===== config.mk =====
export PLATFORM = sky130hd
export DESIGN_NAME = bfs_adjacency_matrix_traversal_core
export DESIGN_NICKNAME = d
export VERILOG_FILES = /design/src/sv/bfs_pkg.sv /design/src/sv/bfs_adjacency_matrix_traversal_core.sv /design/src/sv/bfs_controller.sv /design/src/sv/bfs_datapath.sv
export SDC_FILE = /design/constraint.sdc
export NUM_CORES = 1
export LEC_CHECK = 0
export BUFFER_PORTS_ARGS = -buffer_cell sky130_fd_sc_hd__buf_4
export CORE_MARGIN = 2
export CORE_UTILIZATION = 40
export CTS_BUF_LIST = sky130_fd_sc_hd__clkbuf_4 sky130_fd_sc_hd__clkbuf_8
export CTS_CLUSTER_DIAMETER = 120
export DETAILED_ROUTE_END_ITERATION = 8
export GPL_ROUTABILITY_DRIVEN = 0
export HOLD_SLACK_MARGIN = 0.15
export PLACE_DENSITY_LB_ADDON = 0.15
export SYNTH_ARGS = -nofsm -noshare
export SYNTH_HDL_FRONTEND = slang
export SYNTH_SLANG_ARGS = --single-unit

===== constraint.sdc =====
create_clock -name clock -period 4.35 [get_ports clock]
set_input_delay 1.0875 -clock clock [delete_from_list [all_inputs] [get_ports clock]]
set_output_delay 1.0875 -clock clock [all_outputs]
set_load 0.05 [all_outputs]

===== src/sv/bfs_pkg.sv =====
// Shared types and constants of the breadth-first traversal core.
// Used by the controller, the datapath and the top level.
`default_nettype none

package bfs_pkg;

   localparam int NumVertices = 16;
   localparam int VertexBits  = 4;
   localparam int CountBits   = 5;
   localparam int LabelBits   = 8;
   localparam int PtrBits     = VertexBits + 1;
   localparam logic [CountBits-1:0] CountReset = CountBits'(NumVertices);

   typedef logic [NumVertices-1:0] vmask_type;
   typedef logic [VertexBits-1:0]  vidx_type;

   typedef enum logic [1:0] {
      OP_EDGE  = 2'd0,
      OP_LABEL = 2'd1,
      OP_RUN   = 2'd2
   } op_type;

   typedef enum logic [1:0] {
      ST_IDLE,
      ST_START,
      ST_POP,
      ST_SCAN
   } state_type;

   typedef struct packed {
      logic write_edge;
      logic write_label;
      logic clear_run;
      logic emit_start;
      logic pop;
      logic emit_nbr;
   } cmd_type;

   typedef struct packed {
      logic start_avail;
      logic nbr_avail;
      logic queue_empty;
   } status_type;

   // index of the lowest set bit
   function automatic vidx_type lowest_set(input vmask_type m);
      vidx_type idx;
      idx = '0;
      for (int i = NumVertices - 1; i >= 0; i--) begin
         if (m[i]) begin
            idx = VertexBits'(i);
         end
      end
      return idx;
   endfunction

endpackage

`default_nettype wire


===== src/sv/bfs_adjacency_matrix_traversal_core.sv =====
// Breadth-first traversal core over a 16-vertex bit adjacency matrix.
// Request channel: req_start is taken when busy is low. Operation 0 sets or
//   clears the undirected edge vertex_a - vertex_b, operation 1 writes the
//   label of vertex_a, operation 2 starts a run; code 3 is dropped.
//   Edge and label writes complete at the accepting edge and never raise busy.
// A run raises busy the cycle after it is taken and visits every vertex
//   below vertex_count, component by component, lowest unvisited start
//   first, neighbors in index order. Each visit shows on rsp_* for exactly
//   one cycle with rsp_valid high; rsp_last marks the final visit. There is
//   no backpressure: the receiver must take every strobe.
// Sequence: a run is taken into the state register; ST_START emits the
//   lowest unvisited start, and rsp_valid is registered from that emit. Each
//   vertex is emitted once, later dequeued in ST_POP, and its row scanned in
//   ST_SCAN, which emits its unvisited neighbors and then ends the scan.
// Config: csr_data sets vertex_count (saturated to 16) when csr_valid and
//   csr_ready are high; csr_ready is low while a run is in progress.
// Reset (synchronous): clears all edges and labels, sets vertex_count to 16.
// Depends on bfs_pkg, bfs_controller and bfs_datapath.
`default_nettype none

module bfs_adjacency_matrix_traversal_core
   import bfs_pkg::*;
(
   input  wire logic                  clock,
   input  wire logic                  reset,
   input  wire logic                  req_start,
   output logic                       busy,
   input  wire logic [1:0]            req_operation,
   input  wire logic [VertexBits-1:0] req_vertex_a,
   input  wire logic [VertexBits-1:0] req_vertex_b,
   input  wire logic                  req_edge_present,
   input  wire logic [LabelBits-1:0]  req_label_value,
   output logic                       rsp_valid,
   output logic [VertexBits-1:0]      rsp_vertex_index,
   output logic [LabelBits-1:0]       rsp_vertex_label,
   output logic                       rsp_last,
   input  wire logic                  csr_valid,
   output logic                       csr_ready,
   input  wire logic [CountBits-1:0]  csr_data
);

   cmd_type    cmd;
   status_type status;

   assign csr_ready = ~busy;

   bfs_controller u_ctrl (
      .clock         (clock),
      .reset         (reset),
      .req_start     (req_start),
      .req_operation (req_operation),
      .status        (status),
      .cmd           (cmd),
      .busy          (busy)
   );

   bfs_datapath u_dp (
      .clock            (clock),
      .reset            (reset),
      .cmd              (cmd),
      .status           (status),
      .req_vertex_a     (req_vertex_a),
      .req_vertex_b     (req_vertex_b),
      .req_edge_present (req_edge_present),
      .req_label_value  (req_label_value),
      .csr_write        (csr_valid & csr_ready),
      .csr_data         (csr_data),
      .rsp_valid        (rsp_valid),
      .rsp_vertex_index (rsp_vertex_index),
      .rsp_vertex_label (rsp_vertex_label),
      .rsp_last         (rsp_last)
   );

`ifndef SYNTHESIS
   a_last_ends_run: assert property (@(posedge clock) disable iff (reset)
      rsp_valid && rsp_last |=> !rsp_valid)
      else $error("result strobe right after last");

   a_run_goes_busy: assert property (@(posedge clock) disable iff (reset)
      req_start && !busy && (req_operation == OP_RUN) |=> busy)
      else $error("run accepted but core not busy");

   a_result_in_run: assert property (@(posedge clock) disable iff (reset)
      rsp_valid |-> $past(busy))
      else $error("result strobe outside a run");
`endif

endmodule

`default_nettype wire


===== src/sv/bfs_controller.sv =====
// Sequencer of the traversal core: decodes requests and steps a run.
// Depends on bfs_pkg; drives commands to bfs_datapath.
`default_nettype none

module bfs_controller
   import bfs_pkg::*;
(
   input  wire logic       clock,
   input  wire logic       reset,
   input  wire logic       req_start,
   input  wire logic [1:0] req_operation,
   input  status_type      status,
   output cmd_type         cmd,
   output logic            busy
);

   state_type state_ff, state_in;
   op_type    op;

   assign op   = op_type'(req_operation);
   assign busy = (state_ff != ST_IDLE);

   always_ff @(posedge clock) begin
      if (reset) begin
         state_ff <= ST_IDLE;
      end else begin
         state_ff <= state_in;
      end
   end

   always_comb begin
      state_in = state_ff;
      cmd      = '0;
      unique case (state_ff)
         ST_IDLE: begin
            if (req_start) begin
               unique case (op)
                  OP_EDGE:  cmd.write_edge = 1'b1;
                  OP_LABEL: cmd.write_label = 1'b1;
                  OP_RUN: begin
                     cmd.clear_run = 1'b1;
                     state_in      = ST_START;
                  end
                  default: ;
               endcase
            end
         end
         ST_START: begin
            if (status.start_avail) begin
               cmd.emit_start = 1'b1;
               state_in       = ST_POP;
            end else begin
               state_in = ST_IDLE;
            end
         end
         ST_POP: begin
            cmd.pop  = 1'b1;
            state_in = ST_SCAN;
         end
         ST_SCAN: begin
            if (status.nbr_avail) begin
               cmd.emit_nbr = 1'b1;
            end else if (!status.queue_empty) begin
               state_in = ST_POP;
            end else begin
               state_in = ST_START;
            end
         end
         default: state_in = ST_IDLE;
      endcase
   end

endmodule

`default_nettype wire


===== src/sv/bfs_datapath.sv =====
// Graph store, visited mask, vertex queue and result register.
// Depends on bfs_pkg; controlled by bfs_controller.
`default_nettype none

module bfs_datapath
   import bfs_pkg::*;
(
   input  wire logic                 clock,
   input  wire logic                 reset,
   input  cmd_type                   cmd,
   output status_type                status,
   input  wire logic [VertexBits-1:0] req_vertex_a,
   input  wire logic [VertexBits-1:0] req_vertex_b,
   input  wire logic                 req_edge_present,
   input  wire logic [LabelBits-1:0] req_label_value,
   input  wire logic                 csr_write,
   input  wire logic [CountBits-1:0] csr_data,
   output logic                      rsp_valid,
   output logic [VertexBits-1:0]     rsp_vertex_index,
   output logic [LabelBits-1:0]      rsp_vertex_label,
   output logic                      rsp_last
);

   vmask_type               adj_ff [NumVertices];
   logic [LabelBits-1:0]    label_ff [NumVertices];
   vidx_type                fifo_ff [NumVertices];
   vmask_type               visited_ff;
   vmask_type               row_ff;
   logic [PtrBits-1:0]      head_ff, tail_ff;
   logic [CountBits-1:0]    count_ff;
   logic                    valid_ff;
   vidx_type                index_ff;
   logic [LabelBits-1:0]    vlabel_ff;
   logic                    last_ff;

   vmask_type count_mask;
   vmask_type unvisited;
   vmask_type cand;
   vmask_type visited_in;
   vidx_type  start_idx, nbr_idx, emit_idx;
   logic      emit;

   always_comb begin
      for (int i = 0; i < NumVertices; i++) begin
         count_mask[i] = (CountBits'(i) < count_ff);
      end
   end

   assign unvisited  = ~visited_ff & count_mask;
   assign cand       = row_ff & ~visited_ff;
   assign start_idx  = lowest_set(unvisited);
   assign nbr_idx    = lowest_set(cand);
   assign emit       = cmd.emit_start | cmd.emit_nbr;
   assign emit_idx   = cmd.emit_start ? start_idx : nbr_idx;
   assign visited_in = visited_ff | (vmask_type'(1) << emit_idx);

   assign status.start_avail = |unvisited;
   assign status.nbr_avail   = |cand;
   assign status.queue_empty = (head_ff == tail_ff);

   always_ff @(posedge clock) begin
      if (reset) begin
         for (int i = 0; i < NumVertices; i++) begin
            adj_ff[i]   <= '0;
            label_ff[i] <= '0;
         end
         count_ff   <= CountReset;
         visited_ff <= '0;
         head_ff    <= '0;
         tail_ff    <= '0;
         valid_ff   <= 1'b0;
      end else begin
         valid_ff <= emit;
         if (csr_write) begin
            count_ff <= (csr_data > CountReset) ? CountReset : csr_data;
         end
         if (cmd.write_edge) begin
            adj_ff[req_vertex_a][req_vertex_b] <= req_edge_present;
            adj_ff[req_vertex_b][req_vertex_a] <= req_edge_present;
         end
         if (cmd.write_label) begin
            label_ff[req_vertex_a] <= req_label_value;
         end
         if (cmd.clear_run) begin
            visited_ff <= '0;
            head_ff    <= '0;
            tail_ff    <= '0;
         end
         if (emit) begin
            visited_ff <= visited_in;
            tail_ff    <= tail_ff + PtrBits'(1);
         end
         if (cmd.pop) begin
            head_ff <= head_ff + PtrBits'(1);
         end
      end
   end

   always_ff @(posedge clock) begin
      if (emit) begin
         fifo_ff[tail_ff[VertexBits-1:0]] <= emit_idx;
         index_ff  <= emit_idx;
         vlabel_ff <= label_ff[emit_idx];
         last_ff   <= (visited_in == count_mask);
      end
      if (cmd.pop) begin
         row_ff <= adj_ff[fifo_ff[head_ff[VertexBits-1:0]]] & count_mask;
      end
   end

   assign rsp_valid        = valid_ff;
   assign rsp_vertex_index = index_ff;
   assign rsp_vertex_label = vlabel_ff;
   assign rsp_last         = last_ff;

endmodule

`default_nettype wire

==> key figures <==
CTS
  • Clock sink count: 515
  • CTS root buffer: clkbuf_8
  • H-tree depth reported by CTS: 3
  • Resize count post-CTS: 0
  • # Post-CTS Setup Buffers: 0
  • Hold-fix buffers at CTS: 0
  • CTS tree: done
  • Clock buffer depth: 3
  • CTS Buf Count: 92
  • Clk slew on worst S/H paths: approximately 0.06 ns
  • Clk Latency, worst-skew pair: 0.70 ns

Cells and area
  • Synth-to-layout area growth: 11.4%
  • Final core utilization: 44.9%
  • Layout cells sized above 1: 18.4%
  • Non-filler cells, final: 3147
  • Fillers: 6169
  • Total Nets Final: 2237

Synth
  • Syn_nets: 2232
  • Sequential-to-total area share from yosys stat: 55.8%
  • Most used DFF post-synth: edfxtp_1
  • Async S/R FF share, synth: 0%
  • Post-synth EDFFs: 477
  • Synth Warn #: 0
  • Mean area per synthesized cell: between 10 and 15 um^2
  • Synth cell types: 83
  • Area of the mapped netlist: 27000 um^2
  • Mapped Cells: approximately 2200
  • Post-synthesis register bit count: 515

Die
  • Die Footprint: 69700 um^2
  • Die width: 264 um
  • Core region area: about 67000 um^2
  • Initial Util: ~40%
  • Die Ht: 264 um
  • Rows: 95
  • I/O pin cnt: between 40 and 50

Routing
  • Drt wl/cell: between 20 and 25 um
  • Via Count: 18300
  • Residual DRC count: 0
  • Post-DR vias/cell: a little under 6
  • DR pass1 iterations: 7
  • DR iter-0 viols: 1737
  • WL final: between 70000 and 80000 um
  • Routed Antenna Nets: 0

Worst setup path
  • Crit. End Element: flop
  • Critical-path cell list: a311oi_1, nor2_1, nor3_2, a41oi_1, a311o_2, nand2_4, buf_4, nor2_1, mux2i_1, nand4_1, nor4_2
  • Critical path buffer and inverter count: 1
  • Top cell by count, worst path: nor2_1
  • Worst endpoint data arrival time: 4.57 ns
  • Worst path slowest cell: dfxtp_1
  • CP required: 4.87 ns
  • Delay-heaviest family, CP: simple AND/OR/NAND/NOR gates
  • Startpoint Class: flop
  • Crit Path Category: flop to flop
  • Max incr delay on CP: about 0.83 ns
  • CP Max Fanout: 22

GRT
  • Initial antenna violation count: 1
  • Number of global-route vias before repair: 18300
  • GRT overflow: 0
  • First-pass GRT wire length: 115000 um
  • Largest net degree at the start of global routing: 145
  • GRT Total Usage: 21.7%

STA
  • Final setup fails: 0
  • Rel. slew slack: 27.8%
  • Hold Vio Cnt, Final: 0
  • Setup TNS: 0 ns
  • Count of final max-slew check failures: 0
  • RSZ-0062 raised after global routing: no
  • Skew final: 0.0333 ns
  • Post-layout minimum cycle time: 4.04 ns
  • Final period util: 93.0%
  • Worst Tran Pin Value: 1.08 ns
  • Max Clk Rate: about 250 MHz

Power
  • Cell Int Power: 0.00853 W
  • Peak VDD IR: 0.196 mV
  • Sw Ratio: roughly 26%
  • Clock group share of total power: 38.9%
  • Flop pwr share: between 40% and 50%
  • Combinational group share of total power: 12.0%
  • Leak: 11.0 nW
  • Sw power: around 0.0030 W
  • Power Density: 382 nW/um^2

Worst hold path
  • Worst Hold Class: flop to flop

Placed design
  • Dpl cells: between 2000 and 3000
  • # port buffers: between 40 and 50
  • DP Wirelength: 48100 um

Status
  • Run status: completed

Run
  • Max-Cap Viols: 0
==> cell families after synthesis <==
logic type / Yosys count / share of synthesized area [%]
multiplexers: 175 / 10.8
adder cells (fa/ha/maj): 5 / 0.232
AND/OR/NAND/NOR: 920 / 19.8
XOR/XNOR: 10 / 0.324
AO/OA/AOI/OAI: 345 / 9.40
buffers and inverters: 229 / 3.59
flip-flops: 515 / 55.8
==> synthesized netlist by cell type (all sizes together) (5+ instances only) <==
cell       n  area, um^2
edfxtp   477       14300
a211oi    51         388
ha         5        62.6
nand3     11        60.1
a221oi     6        58.8
a41oi      5        43.8
o31a       8        70.1
a21oi     44         228
and3     144         901
nand2     54         210
dfxtp     38         761
nand4      5        31.3
xor2       6        52.6
a2111oi    5        43.8
inv       19        76.3
mux2      17         191
a21o      35         263
nor2b    266        1660
o21ai     20         100
nor3      26         151
a22oi    122         921
a31oi      7        50.1
mux2i     66         661
clkbuf   166         623
buf       43         268
mux4      92        2070
nor2     119         447
nor4       9        83.8
nand2b   267        1670
or3        7        43.8
==> metal layers <==
metal | part of all wire [%] | routed length (um) | vias to the layer above | GRT usage [%]
met4 | 2.4 | 1790 | 0 | 6.48
met1 | 45 | 34500 | 9305 | 31.1
met3 | 5.6 | 4220 | 144 | 2.99
met2 | 47 | 35500 | 616 | 34.4
met5 | 0 | 0 | - | 0
li1 | - | - | 8207 | -
==> flip-flops by register name, summed over array words and instances, names as in the netlist, named ones only <==
register,cells
u_dp.rsp_last,1
u_ctrl.state_ff,2
u_dp.visited_ff,16
u_dp.rsp_vertex_label,8
u_dp.fifo_ff,64
u_dp.label_ff,128
u_dp.head_ff,5
u_dp.count_ff,5
u_dp.rsp_valid,1
u_dp.row_ff,16
u_dp.tail_ff,5
u_dp.rsp_vertex_index,4
u_dp.adj_ff,256
==> power groups by stage <==
stage / Combinational (W) / Sequential (W) / Clock, W
6_report: 0.00138 / 0.00565 / 0.00448
4_1_cts: 0.00138 / 0.00565 / 0.00458
3_5_place_dp: 0.00138 / 0.00575 / 0
5_1_grt: 0.00148 / 0.00566 / 0.00479
2_1_floorplan: 0.000942 / 0.00574 / 0
3_3_place_gp: 0.00137 / 0.00575 / 0
==> final timing paths <==
path | from | end | slack (ns) | cells after the start
max | u_dp.count_ff[1] | u_dp.rsp_last | 0.31 | 11
max reg2reg | u_dp.count_ff[1] | u_dp.rsp_last | 0.31 | 11
min | u_dp.head_ff[4] | u_dp.head_ff[4] | 0.53 | 1
min reg2reg | u_dp.head_ff[4] | u_dp.head_ff[4] | 0.53 | 1
==> layout by cell type, fill, tap and decap left out, types with 50 or more instances in the layout <==
cell type	instances
clkbuf_8	96
mux2i_1	66
and3_1	144
mux4_2	90
nor2_1	110
edfxtp_1	477
buf_4	110
nand2b_1	267
a22oi_1	121
nand2_1	53
nor2b_1	266
a211oi_1	50
==> cell type report <==
type	instances	area (um^2)	share of cell area [%]
Antenna cell	2	5.00	0.0166
Tap cell	873	1090	3.63
Timing Repair Buffer	120	1010	3.35
Clock inverter	31	199	0.661
Sequential cell	515	15100	50.1
Inverter	20	80.1	0.266
Clock buffer	131	1580	5.26
Multi-Input combinational cell	1455	11100	36.7
==> stage by stage <==
step                      power [W]  instance area (um^2)  setup slack (ns)  hold slack, ns
after floorplan             0.00668                 27000             0.764           0.469
after global placement      0.00712                 28300             0.401           0.512
after detailed placement    0.00713                 28300             0.392           0.508
after CTS                    0.0116                 30100             0.391           0.524
after global routing         0.0119                 30100            0.0342           0.560
final                        0.0115                 30100             0.306           0.525
(Power assumes the default switching activity.)
